### src/hdl/ldcf_pkg.sv
// shared types, constants and the microcode table of the led digit chain framer
// no dependencies
package ldcf_pkg;

    // sizing of the digit store
    localparam int CHAINS            = 2;
    localparam int DEVICES_PER_CHAIN = 8;
    localparam int ROWS              = 8;
    localparam int CHAIN_W           = 1;
    localparam int DEV_W             = 3;
    localparam int ROW_W             = 3;
    localparam int ADDR_W            = CHAIN_W + DEV_W + ROW_W;
    localparam int STORE_DEPTH       = 2 ** ADDR_W;
    localparam int PC_W              = 4;

    localparam logic [3:0] DEV_MAX   = 4'(DEVICES_PER_CHAIN);
    localparam logic [3:0] ROW_COUNT = 4'(ROWS);
    localparam logic [1:0] CHAIN_MAX = 2'(CHAINS);
    localparam logic [3:0] NOOP_REG  = 4'h0;

    // command modes
    localparam logic [2:0] MODE_SET_DIGIT = 3'd0;
    localparam logic [2:0] MODE_READ_DIGIT = 3'd1;
    localparam logic [2:0] MODE_REG_ONE    = 3'd2;
    localparam logic [2:0] MODE_REG_ALL    = 3'd3;
    localparam logic [2:0] MODE_ONE_ROW    = 3'd4;
    localparam logic [2:0] MODE_ALL_ROWS   = 3'd5;

    // status codes
    localparam logic [1:0] ST_OK         = 2'd0;
    localparam logic [1:0] ST_BAD_CHAIN  = 2'd1;
    localparam logic [1:0] ST_BAD_DEVICE = 2'd2;
    localparam logic [1:0] ST_BAD_DIGIT  = 2'd3;

    // configuration register indexes
    localparam logic [1:0] CFG_CHAINS_IN_USE = 2'd0;
    localparam logic [1:0] CFG_CHAIN_ENABLE  = 2'd1;
    localparam logic [1:0] CFG_DEVICES_A     = 2'd2;
    localparam logic [1:0] CFG_DEVICES_B     = 2'd3;

    // jump conditions
    typedef enum logic [3:0] {
        COND_NEXT,
        COND_ALWAYS,
        COND_BAD,
        COND_MODE_SET,
        COND_MODE_READ,
        COND_NDEV_ZERO,
        COND_MODE_REG,
        COND_DEV_NZ,
        COND_ROW_LAST
    } t_cond;

    // result kinds
    typedef enum logic [2:0] {
        EM_NONE,
        EM_PLAIN,
        EM_READ,
        EM_REG,
        EM_ROW
    } t_emit;

    // store address source
    typedef enum logic {
        ADDR_CMD,
        ADDR_CNT
    } t_addr_sel;

    // datapath controls of one step
    typedef struct packed {
        logic      ld_cmd;
        logic      wr_store;
        logic      rd_store;
        t_addr_sel addr_sel;
        t_emit     emit;
        logic      dev_dec;
        logic      dev_init;
        logic      row_inc;
    } t_ctl;

    typedef struct packed {
        t_cond            cond;
        logic [PC_W-1:0]  target;
        t_ctl             ctl;
    } t_uword;

    // datapath flags seen by the sequencer
    typedef struct packed {
        logic bad;
        logic mode_set;
        logic mode_read;
        logic mode_reg;
        logic ndev_zero;
        logic dev_zero;
        logic row_last;
        logic out_free;
    } t_flags;

    // step addresses
    localparam logic [PC_W-1:0] PC_FETCH    = 4'd0;
    localparam logic [PC_W-1:0] PC_ROW_RD   = 4'd6;
    localparam logic [PC_W-1:0] PC_REG_EMIT = 4'd10;
    localparam logic [PC_W-1:0] PC_SET      = 4'd12;
    localparam logic [PC_W-1:0] PC_READ_RD  = 4'd13;
    localparam logic [PC_W-1:0] PC_PLAIN    = 4'd15;

    // microcode program
    function automatic t_uword ucode(input logic [PC_W-1:0] pc);
        t_uword w;
        w = '0;
        unique case (pc)
            4'd0: begin
                w.ctl.ld_cmd = 1'b1;
            end
            4'd1: begin
                w.cond   = COND_BAD;
                w.target = PC_PLAIN;
            end
            4'd2: begin
                w.cond   = COND_MODE_SET;
                w.target = PC_SET;
            end
            4'd3: begin
                w.cond   = COND_MODE_READ;
                w.target = PC_READ_RD;
            end
            4'd4: begin
                w.cond   = COND_NDEV_ZERO;
                w.target = PC_PLAIN;
            end
            4'd5: begin
                w.cond   = COND_MODE_REG;
                w.target = PC_REG_EMIT;
            end
            4'd6: begin
                w.ctl.rd_store = 1'b1;
                w.ctl.addr_sel = ADDR_CNT;
            end
            4'd7: begin
                w.ctl.emit    = EM_ROW;
                w.ctl.dev_dec = 1'b1;
                w.cond        = COND_DEV_NZ;
                w.target      = PC_ROW_RD;
            end
            4'd8: begin
                w.ctl.row_inc  = 1'b1;
                w.ctl.dev_init = 1'b1;
                w.cond         = COND_ROW_LAST;
                w.target       = PC_FETCH;
            end
            4'd9: begin
                w.cond   = COND_ALWAYS;
                w.target = PC_ROW_RD;
            end
            4'd10: begin
                w.ctl.emit    = EM_REG;
                w.ctl.dev_dec = 1'b1;
                w.cond        = COND_DEV_NZ;
                w.target      = PC_REG_EMIT;
            end
            4'd11: begin
                w.cond   = COND_ALWAYS;
                w.target = PC_FETCH;
            end
            4'd12: begin
                w.ctl.wr_store = 1'b1;
                w.ctl.emit     = EM_PLAIN;
                w.cond         = COND_ALWAYS;
                w.target       = PC_FETCH;
            end
            4'd13: begin
                w.ctl.rd_store = 1'b1;
            end
            4'd14: begin
                w.ctl.emit = EM_READ;
                w.cond     = COND_ALWAYS;
                w.target   = PC_FETCH;
            end
            4'd15: begin
                w.ctl.emit = EM_PLAIN;
                w.cond     = COND_ALWAYS;
                w.target   = PC_FETCH;
            end
            default: begin
                w = '0;
            end
        endcase
        return w;
    endfunction

endpackage

### src/hdl/led_digit_chain_framer.sv
// top level of the led digit chain framer
// depends on ldcf_pkg, ldcf_seq, ldcf_dp and ldcf_ram
//
// Usage:
// - command channel: i_valid / o_stall; a command transfers at a clock edge with
//   i_valid high and o_stall low. o_stall is low only while the sequencer waits
//   at its fetch step, so one command is worked on at a time.
// - result channel: o_valid / i_stall; one result transfers per edge with o_valid
//   high and i_stall low. A command gives one result (set, read, any error,
//   empty chain, unused mode) or a run of serial words, farthest device
//   first, frame_end marking chip select release and last on the final word.
// - configuration: i_cfg_valid / o_cfg_ready (always ready), i_cfg_index picks
//   chains in use, chain enable, devices on chain a, devices on chain b.
// - frames: register frames give one word per cycle while the result side does not stall,
//   then a closing step; row frames read the store and then emit each word, with a
//   row step and a jump step between rows and the row step alone after the last.
// - a stall on the result side holds the emitting step; the held result stays
//   in the output register while the sequencer waits.
// - reset clears the step counter, the output valid bit and the valid bits of the
//   digit store, so every digit reads zero, and loads the default configuration.
module led_digit_chain_framer
    import ldcf_pkg::*;
(
    input  logic       i_clk,
    input  logic       i_rst_n,
    input  logic       i_valid,
    output logic       o_stall,
    input  logic [2:0] i_mode,
    input  logic [1:0] i_chain_sel,
    input  logic [3:0] i_device_sel,
    input  logic [3:0] i_digit_sel,
    input  logic [3:0] i_register_address,
    input  logic [7:0] i_data_byte,
    output logic       o_valid,
    input  logic       i_stall,
    output logic [1:0] o_status,
    output logic [7:0] o_read_value,
    output logic       o_out_chain,
    output logic       o_word_valid,
    output logic [3:0] o_word_register,
    output logic [7:0] o_word_data,
    output logic       o_frame_end,
    output logic       o_last,
    input  logic       i_cfg_valid,
    output logic       o_cfg_ready,
    input  logic [1:0] i_cfg_index,
    input  logic [3:0] i_cfg_data
);

    t_ctl   ctl;
    t_flags flags;
    logic   go;

    // sequencer
    ldcf_seq u_seq (
        .i_clk   (i_clk),
        .i_rst_n (i_rst_n),
        .i_valid (i_valid),
        .i_flags (flags),
        .o_ctl   (ctl),
        .o_go    (go)
    );

    // datapath
    ldcf_dp u_dp (
        .i_clk              (i_clk),
        .i_rst_n            (i_rst_n),
        .i_ctl              (ctl),
        .i_go               (go),
        .o_flags            (flags),
        .i_mode             (i_mode),
        .i_chain_sel        (i_chain_sel),
        .i_device_sel       (i_device_sel),
        .i_digit_sel        (i_digit_sel),
        .i_register_address (i_register_address),
        .i_data_byte        (i_data_byte),
        .i_cfg_we           (i_cfg_valid),
        .i_cfg_index        (i_cfg_index),
        .i_cfg_data         (i_cfg_data),
        .i_stall            (i_stall),
        .o_valid            (o_valid),
        .o_status           (o_status),
        .o_read_value       (o_read_value),
        .o_out_chain        (o_out_chain),
        .o_word_valid       (o_word_valid),
        .o_word_register    (o_word_register),
        .o_word_data        (o_word_data),
        .o_frame_end        (o_frame_end),
        .o_last             (o_last)
    );

    // commands transfer only at the fetch step
    assign o_stall     = !ctl.ld_cmd;
    assign o_cfg_ready = 1'b1;

endmodule

### src/hdl/ldcf_ram.sv
// generic single-port-write ram with registered read and read enable
// no dependencies
module ldcf_ram #(
    parameter int WIDTH = 8,
    parameter int DEPTH = 128
) (
    input  logic                     i_clk,
    input  logic                     i_we,
    input  logic [$clog2(DEPTH)-1:0] i_waddr,
    input  logic [WIDTH-1:0]         i_wdata,
    input  logic                     i_re,
    input  logic [$clog2(DEPTH)-1:0] i_raddr,
    output logic [WIDTH-1:0]         o_rdata
);

    logic [WIDTH-1:0] r_mem [DEPTH];
    logic [WIDTH-1:0] r_rdata;

    // write port and registered read, data holds while no read
    always_ff @(posedge i_clk) begin
        if (i_we) begin
            r_mem[i_waddr] <= i_wdata;
        end
        if (i_re) begin
            r_rdata <= r_mem[i_raddr];
        end
    end

    assign o_rdata = r_rdata;

endmodule

### src/hdl/ldcf_seq.sv
// microcode sequencer: step counter, program table and conditional jumps
// depends on ldcf_pkg
module ldcf_seq
    import ldcf_pkg::*;
(
    input  logic   i_clk,
    input  logic   i_rst_n,
    input  logic   i_valid,
    input  t_flags i_flags,
    output t_ctl   o_ctl,
    output logic   o_go
);

    logic [PC_W-1:0] r_pc;
    logic [PC_W-1:0] n_pc;
    t_uword          w;
    logic            take;
    logic            go;

    assign w = ucode(r_pc);

    // a step holds while waiting for a command or for room in the output register
    always_comb begin
        go = (!w.ctl.ld_cmd || i_valid) && ((w.ctl.emit == EM_NONE) || i_flags.out_free);
        case (w.cond)
            COND_NEXT:      take = 1'b0;
            COND_ALWAYS:    take = 1'b1;
            COND_BAD:       take = i_flags.bad;
            COND_MODE_SET:  take = i_flags.mode_set;
            COND_MODE_READ: take = i_flags.mode_read;
            COND_NDEV_ZERO: take = i_flags.ndev_zero;
            COND_MODE_REG:  take = i_flags.mode_reg;
            COND_DEV_NZ:    take = !i_flags.dev_zero;
            COND_ROW_LAST:  take = i_flags.row_last;
            default:        take = 1'b0;
        endcase
        if (!go) begin
            n_pc = r_pc;
        end else if (take) begin
            n_pc = w.target;
        end else begin
            n_pc = r_pc + 1'b1;
        end
    end

    // step counter
    always_ff @(posedge i_clk) begin
        if (!i_rst_n) begin
            r_pc <= PC_FETCH;
        end else begin
            r_pc <= n_pc;
        end
    end

    assign o_ctl = w.ctl;
    assign o_go  = go;

endmodule

### src/hdl/ldcf_dp.sv
// datapath: command registers, checks, counters, digit store and output register
// depends on ldcf_pkg and ldcf_ram
module ldcf_dp
    import ldcf_pkg::*;
(
    input  logic       i_clk,
    input  logic       i_rst_n,
    input  t_ctl       i_ctl,
    input  logic       i_go,
    output t_flags     o_flags,
    input  logic [2:0] i_mode,
    input  logic [1:0] i_chain_sel,
    input  logic [3:0] i_device_sel,
    input  logic [3:0] i_digit_sel,
    input  logic [3:0] i_register_address,
    input  logic [7:0] i_data_byte,
    input  logic       i_cfg_we,
    input  logic [1:0] i_cfg_index,
    input  logic [3:0] i_cfg_data,
    input  logic       i_stall,
    output logic       o_valid,
    output logic [1:0] o_status,
    output logic [7:0] o_read_value,
    output logic       o_out_chain,
    output logic       o_word_valid,
    output logic [3:0] o_word_register,
    output logic [7:0] o_word_data,
    output logic       o_frame_end,
    output logic       o_last
);

    // configuration registers
    logic [1:0] r_chains_in_use;
    logic [1:0] r_chain_enable;
    logic [3:0] r_devices_a;
    logic [3:0] r_devices_b;

    always_ff @(posedge i_clk) begin
        if (!i_rst_n) begin
            r_chains_in_use <= CHAIN_MAX;
            r_chain_enable  <= 2'b11;
            r_devices_a     <= DEV_MAX;
            r_devices_b     <= DEV_MAX;
        end else if (i_cfg_we) begin
            case (i_cfg_index)
                CFG_CHAINS_IN_USE: r_chains_in_use <= i_cfg_data[1:0];
                CFG_CHAIN_ENABLE:  r_chain_enable  <= i_cfg_data[1:0];
                CFG_DEVICES_A:     r_devices_a     <= i_cfg_data;
                CFG_DEVICES_B:     r_devices_b     <= i_cfg_data;
                default:           r_chain_enable  <= r_chain_enable;
            endcase
        end
    end

    // checks on the incoming command
    logic       chain_ok;
    logic [3:0] dev_raw;
    logic [3:0] ndev;
    logic [1:0] status;
    logic       mode_ok;

    always_comb begin
        chain_ok = (i_chain_sel < CHAIN_MAX) && (i_chain_sel < r_chains_in_use) &&
                   r_chain_enable[i_chain_sel[0]];
        dev_raw  = i_chain_sel[0] ? r_devices_b : r_devices_a;
        ndev     = (dev_raw > DEV_MAX) ? DEV_MAX : dev_raw;
        mode_ok  = (i_mode <= MODE_ALL_ROWS);
        if (!mode_ok) begin
            status = ST_OK;
        end else if (!chain_ok) begin
            status = ST_BAD_CHAIN;
        end else if ((i_mode <= MODE_REG_ONE) && (i_device_sel >= ndev)) begin
            status = ST_BAD_DEVICE;
        end else if (((i_mode <= MODE_READ_DIGIT) || (i_mode == MODE_ONE_ROW)) &&
                     (i_digit_sel >= ROW_COUNT)) begin
            status = ST_BAD_DIGIT;
        end else begin
            status = ST_OK;
        end
    end

    // command registers and counters
    logic [2:0]       r_mode;
    logic             r_chain;
    logic [DEV_W-1:0] r_device;
    logic [ROW_W-1:0] r_digit;
    logic [3:0]       r_reg;
    logic [7:0]       r_data;
    logic [1:0]       r_status;
    logic             r_bad;
    logic             r_ndev_zero;
    logic [DEV_W-1:0] r_ndev_m1;
    logic [DEV_W-1:0] r_dev;
    logic [ROW_W-1:0] r_row;
    logic [ROW_W-1:0] r_last_row;
    logic             ld;

    assign ld = i_go && i_ctl.ld_cmd;

    always_ff @(posedge i_clk) begin
        if (ld) begin
            r_mode      <= i_mode;
            r_chain     <= i_chain_sel[0];
            r_device    <= i_device_sel[DEV_W-1:0];
            r_digit     <= i_digit_sel[ROW_W-1:0];
            r_reg       <= i_register_address;
            r_data      <= i_data_byte;
            r_status    <= status;
            r_bad       <= !mode_ok || (status != ST_OK);
            r_ndev_zero <= (ndev == 4'd0);
            r_ndev_m1   <= DEV_W'(ndev - 4'd1);
            r_dev       <= DEV_W'(ndev - 4'd1);
            r_row       <= (i_mode == MODE_ALL_ROWS) ? '0 : i_digit_sel[ROW_W-1:0];
            r_last_row  <= (i_mode == MODE_ALL_ROWS) ? ROW_W'(ROWS - 1) :
                                                       i_digit_sel[ROW_W-1:0];
        end else if (i_go) begin
            if (i_ctl.dev_init) begin
                r_dev <= r_ndev_m1;
            end else if (i_ctl.dev_dec) begin
                r_dev <= r_dev - 1'b1;
            end
            if (i_ctl.row_inc) begin
                r_row <= r_row + 1'b1;
            end
        end
    end

    // digit store with per-entry valid bits so unwritten entries read zero
    logic [ADDR_W-1:0]      addr;
    logic [STORE_DEPTH-1:0] r_vld;
    logic                   r_rd_hit;
    logic [7:0]             ram_q;
    logic [7:0]             store_q;
    logic                   we;
    logic                   re;

    assign addr = (i_ctl.addr_sel == ADDR_CNT) ? {r_chain, r_dev, r_row} :
                                                 {r_chain, r_device, r_digit};
    assign we   = i_go && i_ctl.wr_store;
    assign re   = i_go && i_ctl.rd_store;

    always_ff @(posedge i_clk) begin
        if (!i_rst_n) begin
            r_vld <= '0;
        end else if (we) begin
            r_vld[addr] <= 1'b1;
        end
    end

    always_ff @(posedge i_clk) begin
        if (re) begin
            r_rd_hit <= r_vld[addr];
        end
    end

    ldcf_ram #(
        .WIDTH (8),
        .DEPTH (STORE_DEPTH)
    ) u_store (
        .i_clk   (i_clk),
        .i_we    (we),
        .i_waddr (addr),
        .i_wdata (r_data),
        .i_re    (re),
        .i_raddr (addr),
        .o_rdata (ram_q)
    );

    assign store_q = r_rd_hit ? ram_q : 8'h00;

    // result fields of the current step
    logic       dev_zero;
    logic       row_last;
    logic       hit;
    logic [1:0] n_status;
    logic [7:0] n_read_value;
    logic       n_out_chain;
    logic       n_word_valid;
    logic [3:0] n_word_register;
    logic [7:0] n_word_data;
    logic       n_frame_end;
    logic       n_last;

    assign dev_zero = (r_dev == '0);
    assign row_last = (r_row == r_last_row);
    assign hit      = (r_mode == MODE_REG_ALL) || (r_dev == r_device);

    always_comb begin
        n_status        = ST_OK;
        n_read_value    = 8'h00;
        n_out_chain     = 1'b0;
        n_word_valid    = 1'b0;
        n_word_register = 4'h0;
        n_word_data     = 8'h00;
        n_frame_end     = 1'b0;
        n_last          = 1'b1;
        case (i_ctl.emit)
            EM_PLAIN: begin
                n_status = r_status;
            end
            EM_READ: begin
                n_status     = r_status;
                n_read_value = store_q;
            end
            EM_REG: begin
                n_out_chain     = r_chain;
                n_word_valid    = 1'b1;
                n_word_register = hit ? r_reg : NOOP_REG;
                n_word_data     = hit ? r_data : 8'h00;
                n_frame_end     = dev_zero;
                n_last          = dev_zero;
            end
            EM_ROW: begin
                n_out_chain     = r_chain;
                n_word_valid    = 1'b1;
                n_word_register = 4'(r_row) + 4'd1;
                n_word_data     = store_q;
                n_frame_end     = dev_zero;
                n_last          = dev_zero && row_last;
            end
            default: begin
                n_last = 1'b1;
            end
        endcase
    end

    // output register
    logic r_out_valid;
    logic out_free;
    logic emit;

    assign out_free = !r_out_valid || !i_stall;
    assign emit     = i_go && (i_ctl.emit != EM_NONE);

    always_ff @(posedge i_clk) begin
        if (!i_rst_n) begin
            r_out_valid <= 1'b0;
        end else if (emit) begin
            r_out_valid <= 1'b1;
        end else if (!i_stall) begin
            r_out_valid <= 1'b0;
        end
    end

    always_ff @(posedge i_clk) begin
        if (emit) begin
            o_status        <= n_status;
            o_read_value    <= n_read_value;
            o_out_chain     <= n_out_chain;
            o_word_valid    <= n_word_valid;
            o_word_register <= n_word_register;
            o_word_data     <= n_word_data;
            o_frame_end     <= n_frame_end;
            o_last          <= n_last;
        end
    end

    assign o_valid = r_out_valid;

    // flags for the sequencer
    always_comb begin
        o_flags.bad       = r_bad;
        o_flags.mode_set  = (r_mode == MODE_SET_DIGIT);
        o_flags.mode_read = (r_mode == MODE_READ_DIGIT);
        o_flags.mode_reg  = (r_mode == MODE_REG_ONE) || (r_mode == MODE_REG_ALL);
        o_flags.ndev_zero = r_ndev_zero;
        o_flags.dev_zero  = dev_zero;
        o_flags.row_last  = row_last;
        o_flags.out_free  = out_free;
    end

endmodule

### config.mk
export PLATFORM = sky130hd
export DESIGN_NAME = led_digit_chain_framer
export DESIGN_NICKNAME = d
export VERILOG_FILES = /design/src/hdl/ldcf_pkg.sv /design/src/hdl/led_digit_chain_framer.sv /design/src/hdl/ldcf_ram.sv /design/src/hdl/ldcf_seq.sv /design/src/hdl/ldcf_dp.sv
export SDC_FILE = /design/constraint.sdc
export NUM_CORES = 1
export LEC_CHECK = 0
export BUFFER_PORTS_ARGS = -buffer_cell sky130_fd_sc_hd__buf_2
export CAP_MARGIN = 20
export CORE_MARGIN = 2
export CORE_UTILIZATION = 34
export CTS_CLUSTER_SIZE = 24
export DETAILED_ROUTE_END_ITERATION = 7
export REMOVE_ABC_BUFFERS = 1
export SETUP_SLACK_MARGIN = 0.4
export SKIP_CTS_REPAIR_TIMING = 1
export SLEW_MARGIN = 30
export SYNTH_ARGS = -nofsm -noshare
export SYNTH_HDL_FRONTEND = slang
export SYNTH_HIERARCHICAL = 1
export SYNTH_SLANG_ARGS = --single-unit
### constraint.sdc
create_clock -name i_clk -period 4.1 [get_ports i_clk]
set_input_delay 0.205 -clock i_clk [delete_from_list [all_inputs] [get_ports i_clk]]
set_output_delay 0.205 -clock i_clk [all_outputs]
set_load 0.005 [all_outputs]
Yosys cells after proc, flatten, opt, wreduce, memory -nomap -nowiden
Memory sizes are Yosys's and may differ from the RTL's. A register that Yosys moved wholly into a read port is not among the register bits.
Index checks and enable logic that the tools add are counted.
{"block": "op_classes", "order_cmp": 11, "addsub": 5, "n_eq_ne": 38, "bitwise_logic": 1, "muxes": 42, "reduce_logical": 46}
{"cell": "$or 128x128->128", "n": 1}
{"cell": "$pmux 8 s10", "n": 1}
{"cell": "$eq 4x4->1 const B", "n": 9}
{"cell": "$eq 4x3->1 const B", "n": 8}
{"cell": "$mux 3", "n": 8}
{"cell": "$eq 4x2->1 const B", "n": 4}
{"cell": "$mux 4", "n": 4}
{"cell": "$mux 8", "n": 2}
{"cell": "$pmux 8 s2", "n": 1}
{"cell": "$mux 1", "n": 14}
{"cell": "$eq 3x2->1 const B", "n": 4}
{"cell": "$pmux 3 s4", "n": 1}
{"cell": "$reduce_and 2->1", "n": 6}
{"cell": "$logic_and 1x1->1", "n": 11}
{"cell": "$mux 2", "n": 5}
{"cell": "$reduce_or 2->1", "n": 5}
{"cell": "$eq 3x3->1 const B", "n": 3}
{"cell": "$logic_not 3->1", "n": 3}
{"cell": "$eq 4x1->1 const B", "n": 2}
{"cell": "$logic_not 4->1", "n": 2}
{"cell": "$lt 7x8->1 const B", "n": 1}
{"cell": "$pmux 1 s8", "n": 1}
{"cell": "$pmux 4 s2", "n": 1}
{"cell": "$bmux 1 s7", "n": 1}
{"cell": "other kinds (28)", "n": 45}
{"block": "word_totals", "reg_bits": 210, "ramBits": 1024, "n_memories": 1, "wordCells": 173, "out_inout_bits": 29}
{"name": "u_dp.u_store.r_mem", "depth": 128, "width": 8, "read_ports": 1, "rd_ports_with_merged_regs": 1, "write_ports": 1, "line": "ldcf_ram.sv:16", "rtl": "logic [WIDTH-1:0] r_mem [DEPTH];"}

Depth between registers and ports, before layout
Gate-level depths: netlist (run 1).
{"block": "depth", "ltp_word": 10, "mapped_depth": 15}

Modules after synthesis
The synthesis (run 1) kept the hierarchy.
{"mod": "ldcf_ram", "seq_area_each_um2": 30989.7, "area_each_um2": 39745.6, "cells_per_inst": 1635, "instances": 1}
{"mod": "ldcf_dp", "seq_area_each_um2": 4774.6, "area_each_um2": 8871.0, "cells_per_inst": 928, "instances": 1}
{"mod": "ldcf_seq", "seq_area_each_um2": 80.1, "area_each_um2": 810.8, "cells_per_inst": 106, "instances": 1}
{"mod": "led_digit_chain_framer", "seq_area_each_um2": 0.0, "area_each_um2": 15.0, "cells_per_inst": 3, "instances": 1}

Least setup slack after synthesis (run 1)
Ideal clock, no wire load.
{"block": "synth_path", "kind": "register to register", "from": "register u_seq.r_pc[2]", "to": "register u_dp.u_store.r_rdata[0] (netlist: u_dp/u_store/o_rdata[0]) (read register of u_dp.u_store.r_mem), data pin", "t_arrival_ps": 4221, "setup_ps": 260, "required_ps": 3840, "setup_slack_ps": -381, "stages_incl_launch_ff": 15, "path_cell_list": "dfxtp_1 -> buf_4 -> buf_2 -> clkbuf_1 -> and3_1 -> mux2i_1 -> inv_2 -> buf_2 -> buf_2 -> clkbuf_1 -> buf_1 -> mux4_2 -> mux4_2 -> mux4_2 -> mux2_2"}
{"item": "start: declaration", "line": "ldcf_seq.sv:14", "rtl": "logic [PC_W-1:0] r_pc;"}
{"item": "start signal: assignment", "line": "ldcf_seq.sv:51", "rtl": "r_pc <= n_pc;"}
{"item": "end: declaration", "line": "ldcf_ram.sv:17", "rtl": "logic [WIDTH-1:0] r_rdata;"}

==> results.sh, run 1 <==
export IMPL_status="finished with violations"
export IMPL_violations="negative hold slack"
export IMPL_slew_at_the_pin_with_the_worst_max_slew_slack_ps=853
export IMPL_residual_antenna_violating_net_count_after_detailed_routing=0
export IMPL_cts_buffers=132
export IMPL_async_flop_share_pct=0
export IMPL_yosys_cell_count_top_type="edfxtp_1"
export IMPL_synthesis_area_per_instance_um2=18.5
export IMPL_timing_setup_tns_ps=0
export IMPL_critPathCaptureType="register"
export IMPL_gr_total_overflow=0
export IMPL_route_detailed_vias_per_inst=5.25
export IMPL_achievable_frequency_ghz=0.265
export IMPL_initial_core_util_pct=34.3
export IMPL_timing_max_slew_rel_slack_pct=43.1
export IMPL_max_flop_register="u_dp/u_store/r_mem"
export IMPL_drt_pass1_iterations=6
export IMPL_detail_route_wirelength_um=123000
export IMPL_leakage_nw=18.9
export IMPL_clkLatencyLatePin_ps=750
export IMPL_largest_register_ff_count=1024
export IMPL_placedCellCount=4721
export IMPL_cts_path_max_buffers=3
export IMPL_antenna_found_initial=2
export IMPL_coreArea_mm2=0.144
export IMPL_drt_initial_drc_count=2819
export IMPL_crit_cells=11
export IMPL_nFillCells=12700
export IMPL_vias=26400
export IMPL_max_cap_viol_count=0
export IMPL_detail_route_wl_per_cell_um=24.5
export IMPL_cts_sinks=1242
export IMPL_regToRegEndpoint="u_dp/u_store/o_rdata[0]$_DFFE_PP_"
export IMPL_post_synth_top_area_cell="edfxtp_1"
export IMPL_global_route_usage_total_pct=15.8
export IMPL_synthesis_instances=2672
export IMPL_floorplan_die_height_um=385
export IMPL_timing_critical_path_to="u_dp/u_store/o_rdata[0]$_DFFE_PP_"
export IMPL_finish_cell_count_without_fillers=5029
export IMPL_yosys_area_top_type_share_pct=66.6
export IMPL_ys_seq_area_share_pct=72.5
export IMPL_dieArea_mm2=0.148
export IMPL_placement_rows=139
export IMPL_cellPowerDensity_mw_per_mm2=668
export IMPL_fp_dieW_um=385
export IMPL_rr_worst_depth=11
export IMPL_ios=65
export IMPL_count_of_antenna_diodes_in_the_layout=0
export IMPL_grt_pass1_wl_um=172000
export IMPL_yosys_most_used_dff="edfxtp_1"
export IMPL_nNetsFinal=3073
export IMPL_synth_enable_flop_cells=1097
export IMPL_timing_final_crit_period_ps=3780
export IMPL_buffer_ports_inserted=63
export IMPL_largestRegisters="u_dp/u_store/r_mem x1024, u_dp/r_vld x128"
export IMPL_yosys_top_cells_count="edfxtp_1 (1097), mux4_2 (336), nor2_1 (235)"
export IMPL_worst_setup_path_start_kind="register"
export IMPL_path_common_cell="mux4_2"
export IMPL_cts_tree="yes"
export IMPL_endpoint_required_time_on_the_critical_path_ps=4610
export IMPL_fin_crit_sh_pct=92.2
export IMPL_final_report_max_slew_violation_count=0
export IMPL_cp_top_family="multiplexers"
export IMPL_critical_path_max_fanout=9
export IMPL_vdd_drop_max_mv=0.522
export IMPL_post_route_cells_drive_above_1_share_pct=29.1
export IMPL_grt_max_degree=130
export IMPL_postSynthRegisterBits=1242
export IMPL_layout_area_overhead_vs_synth_pct=19.4
export IMPL_worst_r2r_setup_slack_ps=320
export IMPL_top_area_cells_in_the_synthesized_netlist="edfxtp_1 (67%), mux4_2 (15%), dfxtp_1 (5.9%), nor2_1 (1.8%), a21oi_1 (1.2%)"
export IMPL_rsz0062_at_grt="yes"
export IMPL_critPathLaunch="u_seq/r_pc[0]$_SDFFE_PN0P_"
export IMPL_drt_drc_violations_left=0
export IMPL_worst_path_max_delay_cell="mux4_2"
export IMPL_hpwlAfterDp_um=73900
export IMPL_cp_data_arrival_time_ps=4290
export IMPL_hold_removal_path_class="primary input to register"
export IMPL_yosys_cell_types_count=70
export IMPL_setup_violation_total_in_the_final_timing_report=0
export IMPL_hold_violations=1
export IMPL_critical_path_cell_chain="inv_1, ha_1, and3_4, mux2i_4, buf_12, clkinv_16, buf_16, mux4_2, mux4_2, mux4_2, mux2_2"
export IMPL_clock_tree_root_cell="clkbuf_16"
export IMPL_cts_htree_levels=4
export IMPL_ys_warn_count=6
export IMPL_hold_worst_slack_ps=-27.7
export IMPL_syn_cell_area_mm2=0.0494
export IMPL_via_count_of_the_first_global_routing_pass=25400
export IMPL_gp_routability_congestion=0.802
export IMPL_clk_transition_reported_paths_ps=60
export IMPL_timing_clock_skew_ps=33.2
export IMPL_critical_path_max_stage_delay_ps=550
export IMPL_timing_critical_path_buf_inv=4
export IMPL_startpoint_to_endpoint_class_of_the_critical_path="register to register"
export IMPL_r2r_start="u_seq/r_pc[0]$_SDFFE_PN0P_"
layout by cell type, fill, tap and decap left out, types with 6 or more instances in the layout:
cell           instances
buf_4                204
a21oi_1              113
nor2_1               230
clkinv_2              22
dfxtp_1              145
o22ai_1               19
inv_1                 21
or3_1                  9
edfxtp_1            1097
nor2b_1               84
mux2_2                 9
clkbuf_16            153
nand2_1              128
inv_16                 6
nand3_1               26
buf_6                 11
mux2i_1               48
bufinv_16              8
o21a_1                66
nand2b_1               9
and2_1                 7
ha_1                  13
buf_16                11
clkbuf_1              28
clkinv_1              20
nor3_1                19
buf_2                 62
mux4_2               336
buf_12                23
o21ai_0               23
nor4_1                19
dlygate4sd3_1         35
worst register-to-register path, delay by kind of cell, from the launching register on:
kind | cells | cell delay [ps]
buffers and inverters | 4 | 630
multiplexers | 5 | 2180
adder cells (fa/ha/maj) | 1 | 190
flip-flops | 1 | 310
AND/OR/NAND/NOR | 1 | 220
stage by stage:
step | cell area (um^2) | power (mW) | setup slack (ps) | util (%)
2_1_floorplan | 48700 | 23.2 | -21920 | -
3_3_place_gp | 53600 | 27.0 | 92.6 | 37.2
3_5_place_dp | 53600 | 27.1 | 129 | 37.2
4_1_cts | 57800 | 38.7 | 98.9 | 40.1
5_1_grt | 59000 | 40.8 | 262 | 41.0
6_report | 59000 | 39.4 | 320 | 41.0
worst min path at each step:
stage | start | endpoint | slack, ps | cells past startpoint
final | i_digit_sel[3] | u_dp/r_status[0]$_DFFE_PP_ | -30 | 4
after global routing | i_digit_sel[3] | u_dp/r_status[0]$_DFFE_PP_ | 10 | 4
after detailed placement | i_data_byte[4] | u_dp/r_data[4]$_DFFE_PP_ | 390 | 1
after floorplan | i_rst_n | u_dp/r_devices_a[3]$_SDFFE_PN1P_ | 270 | 1
after global placement | i_data_byte[5] | u_dp/r_data[5]$_DFFE_PP_ | 380 | 1
after CTS | i_data_byte[7] | u_dp/r_data[7]$_DFFE_PP_ | -440 | 1
power breakdown:
group / internal, mW / leakage, nW / switching [mW]
combinational: 5.29 / 5.84 / 6.85
clock: 6.61 / 2.06 / 4.95
sequential: 15.5 / 11.0 / 0.272
logic make-up after synthesis:
family | synth area share [%]
compound gates | 3.31
xor+xnor | 0.177
fa+ha+maj | 0.329
buf+inv | 1.69
flops | 72.5
mux | 16.6
other cells | 0.00758
simple gates | 5.36
metal layers:
layer | routed length [um] | part of all wire [%] | global-route usage, % | up-vias
met3 | 8490 | 6.9 | 3.21 | 177
met4 | 2990 | 2.4 | 4.71 | 0
li1 | - | - | - | 11400
met2 | 59000 | 48 | 24.8 | 936
met5 | 0 | 0 | 0 | -
met1 | 52900 | 43 | 22.3 | 13900
area by class of cell:
cell class | instances | area [um^2] | share of cell area [%]
repair buffers | 366 | 3560 | 6.03
flip-flops and latches | 1242 | 35800 | 60.7
clock inverters | 70 | 684 | 1.16
well taps | 1903 | 2380 | 4.03
clock buffers | 166 | 3520 | 5.97
repair inverters | 4 | 72.6 | 0.123
inverters | 27 | 134 | 0.227
multi-input cells | 1251 | 12800 | 21.7
(Power assumes the default switching activity.)
==> inputs of run 2 (changes only) <==
--- a/config.mk
+++ b/config.mk
@@ -5,16 +5,17 @@
 export SDC_FILE = /design/constraint.sdc
 export NUM_CORES = 1
 export LEC_CHECK = 0
-export BUFFER_PORTS_ARGS = -buffer_cell sky130_fd_sc_hd__buf_2
+export BUFFER_PORTS_ARGS = -buffer_cell sky130_fd_sc_hd__buf_4
 export CAP_MARGIN = 20
 export CORE_MARGIN = 2
-export CORE_UTILIZATION = 34
+export CORE_UTILIZATION = 54
 export CTS_CLUSTER_SIZE = 24
 export DETAILED_ROUTE_END_ITERATION = 7
+export PLACE_DENSITY = 0.73
 export REMOVE_ABC_BUFFERS = 1
 export SETUP_SLACK_MARGIN = 0.4
 export SKIP_CTS_REPAIR_TIMING = 1
-export SLEW_MARGIN = 30
+export SLEW_MARGIN = 20
 export SYNTH_ARGS = -nofsm -noshare
 export SYNTH_HDL_FRONTEND = slang
 export SYNTH_HIERARCHICAL = 1
==> run 2 against run 1 <==
Effect of this change:
- the flow still finishes with violations (negative hold slack)
- critical path depth up 3
- via count up 2.3%
- wire length down 5.0%
- design area down 1.8%
- global-route usage up 8.6 points
- hold slack worse by 16 ps
- fmax up 0.11%
- cell count down 15%
- count of clock-buffer cells in the layout down 22
- largest power group unchanged
==> results.sh, run 2 (synthesized netlist as in run 1, its figures left out) <==
export IMPL_status="finished with violations"
export IMPL_violations="negative hold slack"
export IMPL_clkLatencyLatePin_ps=700
export IMPL_drt_initial_drc_count=3191
export IMPL_coreArea_mm2=0.0904
export IMPL_antenna_found_initial=2
export IMPL_gr_total_overflow=0
export IMPL_drt_drc_violations_left=0
export IMPL_endpoint_required_time_on_the_critical_path_ps=4550
export IMPL_clock_tree_root_cell="clkbuf_16"
export IMPL_hold_removal_path_class="primary input to register"
export IMPL_worst_setup_path_start_kind="register"
export IMPL_vias=27000
export IMPL_residual_antenna_violating_net_count_after_detailed_routing=0
export IMPL_fp_dieW_um=307
export IMPL_rsz0062_at_grt="yes"
export IMPL_floorplan_die_height_um=307
export IMPL_grt_max_degree=130
export IMPL_layout_area_overhead_vs_synth_pct=17.3
export IMPL_timing_setup_tns_ps=0
export IMPL_cts_tree="yes"
export IMPL_max_cap_viol_count=0
export IMPL_timing_clock_skew_ps=22.0
export IMPL_setup_violation_total_in_the_final_timing_report=0
export IMPL_placement_rows=110
export IMPL_largest_register_ff_count=1024
export IMPL_hpwlAfterDp_um=70500
export IMPL_vdd_drop_max_mv=0.501
export IMPL_drt_pass1_iterations=6
export IMPL_comb_power_share_pct=30.3
export IMPL_seq_pwr_share_pct=40.0
export IMPL_grt_pass1_wl_um=171000
export IMPL_slew_at_the_pin_with_the_worst_max_slew_slack_ps=1010
export IMPL_detail_route_wirelength_um=117000
export IMPL_critical_path_max_fanout=6
export IMPL_timing_final_crit_period_ps=3780
export IMPL_clkPwrFrac_pct=29.6
export IMPL_startpoint_to_endpoint_class_of_the_critical_path="register to register"
export IMPL_detail_route_wl_per_cell_um=27.4
export IMPL_cellPowerDensity_mw_per_mm2=675
export IMPL_timing_max_slew_rel_slack_pct=32.4
export IMPL_cp_data_arrival_time_ps=4220
export IMPL_hold_worst_slack_ps=-43.7
export IMPL_internal_power_mw=27.5
export IMPL_cts_sinks=1242
export IMPL_via_count_of_the_first_global_routing_pass=26600
export IMPL_leakage_nw=18.8
export IMPL_clk_transition_reported_paths_ps=70
export IMPL_max_flop_register="u_dp/u_store/r_mem"
export IMPL_route_detailed_vias_per_inst=6.30
export IMPL_critPathCaptureType="register"
export IMPL_largestRegisters="u_dp/u_store/r_mem x1024, u_dp/r_vld x128"
export IMPL_highest_count_cells_in_the_layout_ignoring_fill_and_taps="edfxtp_1 (1097), mux4_2 (336), buf_4 (271)"
export IMPL_cts_htree_levels=3
export IMPL_initial_core_util_pct=54.7
export IMPL_ios=65
export IMPL_gp_routability_congestion=0.840
export IMPL_dieArea_mm2=0.0940
export IMPL_global_route_usage_total_pct=24.4
export IMPL_cts_buffers=120
export IMPL_final_common_cell="edfxtp_1"
export IMPL_utilization_pct=64.2
export IMPL_achievable_frequency_ghz=0.265
export IMPL_power_share_switching_pct=29.7
export IMPL_count_of_antenna_diodes_in_the_layout=0
export IMPL_fin_crit_sh_pct=92.1
export IMPL_post_route_cells_drive_above_1_share_pct=29.1
export IMPL_nNetsFinal=3054
export IMPL_hold_violations=2
export IMPL_buffer_ports_inserted=63
export IMPL_net_switching_power_mw=11.6
export IMPL_final_report_max_slew_violation_count=0
export IMPL_cts_path_max_buffers=3
## run 2: cell types whose count changed in the layout (fill, tap and decap cells not counted), sizes merged
cell	delta
dlygate4sd3	-1
clkinvlp	+1
clkbuf	-33
bufinv	+13
buf	+7
inv	-5
## run 2: metal layers
| metal | part of all wire (%) | GRT usage, % | vias to the layer above |
|---|---|---|---|
| met2 | 49 | 39.8 | 1460 |
| met5 | 0 | 0 | - |
| met1 | 40 | 34.3 | 14000 |
| met4 | 2.5 | 7.31 | 0 |
| met3 | 8.8 | 4.12 | 188 |
| li1 | - | - | 11300 |
## run 2: worst paths after layout
check,start,endpoint,slack (ps),cells after the start
worst max-delay path,u_seq/r_pc[0]$_SDFFE_PN0P_,u_dp/u_store/o_rdata[6]$_DFFE_PP_,320,14
worst min-delay path,i_cfg_valid,u_dp/r_chain_enable[1]$_SDFFE_PN1P_,-40,4
worst max register to register,u_seq/r_pc[0]$_SDFFE_PN0P_,u_dp/u_store/o_rdata[6]$_DFFE_PP_,320,14
worst min register to register,u_dp/r_vld[91]$_SDFFE_PN0P_,u_dp/r_vld[91]$_SDFFE_PN0P_,460,1
## run 2: worst max-delay path: stages (launching register included)
cell and delay, ps:
dfxtp_2 330, inv_4 70, ha_4 130, and3_4 210
mux2i_4 300, buf_12 150, buf_8 110, inv_8 40
buf_6 120, clkbuf_16 150, buf_12 130, mux4_2 440
mux4_2 530, mux4_2 520, mux2_2 280
## run 2: area by class of cell
type	instances	area, um^2
flip-flops and latches	1242	35800
fillers	5800	32400
multi-input cells	1251	12800
repair buffers	361	3530
clock buffers	144	3190
well taps	1176	1470
clock inverters	81	990
inverters	27	116
repair inverters	2	22.5
## run 2: through the flow
stage / std cells / worst slack, ps / area [um^2] / hold slack [ps] / total power, mW
floorplan: 2520 / -21920 / 48700 / 267 / 23.2
global placement: 3989 / 190 / 52900 / 386 / 26.8
detailed placement: 3989 / 171 / 52900 / 385 / 27.0
CTS: 4214 / 130 / 57100 / -353 / 38.6
global route: 4284 / 302 / 58000 / 10.1 / 40.4
finish: 4284 / 324 / 58000 / -43.7 / 39.2
## run 2: power by group through the flow
stage	registers [mW]	logic [mW]	clock network, mW
after floorplan	16.6	6.56	0
after global placement	16.0	10.8	0
after detailed placement	16.0	11.0	0
after CTS	15.7	11.1	11.8
after global routing	15.7	12.4	12.2
final	15.7	11.9	11.6
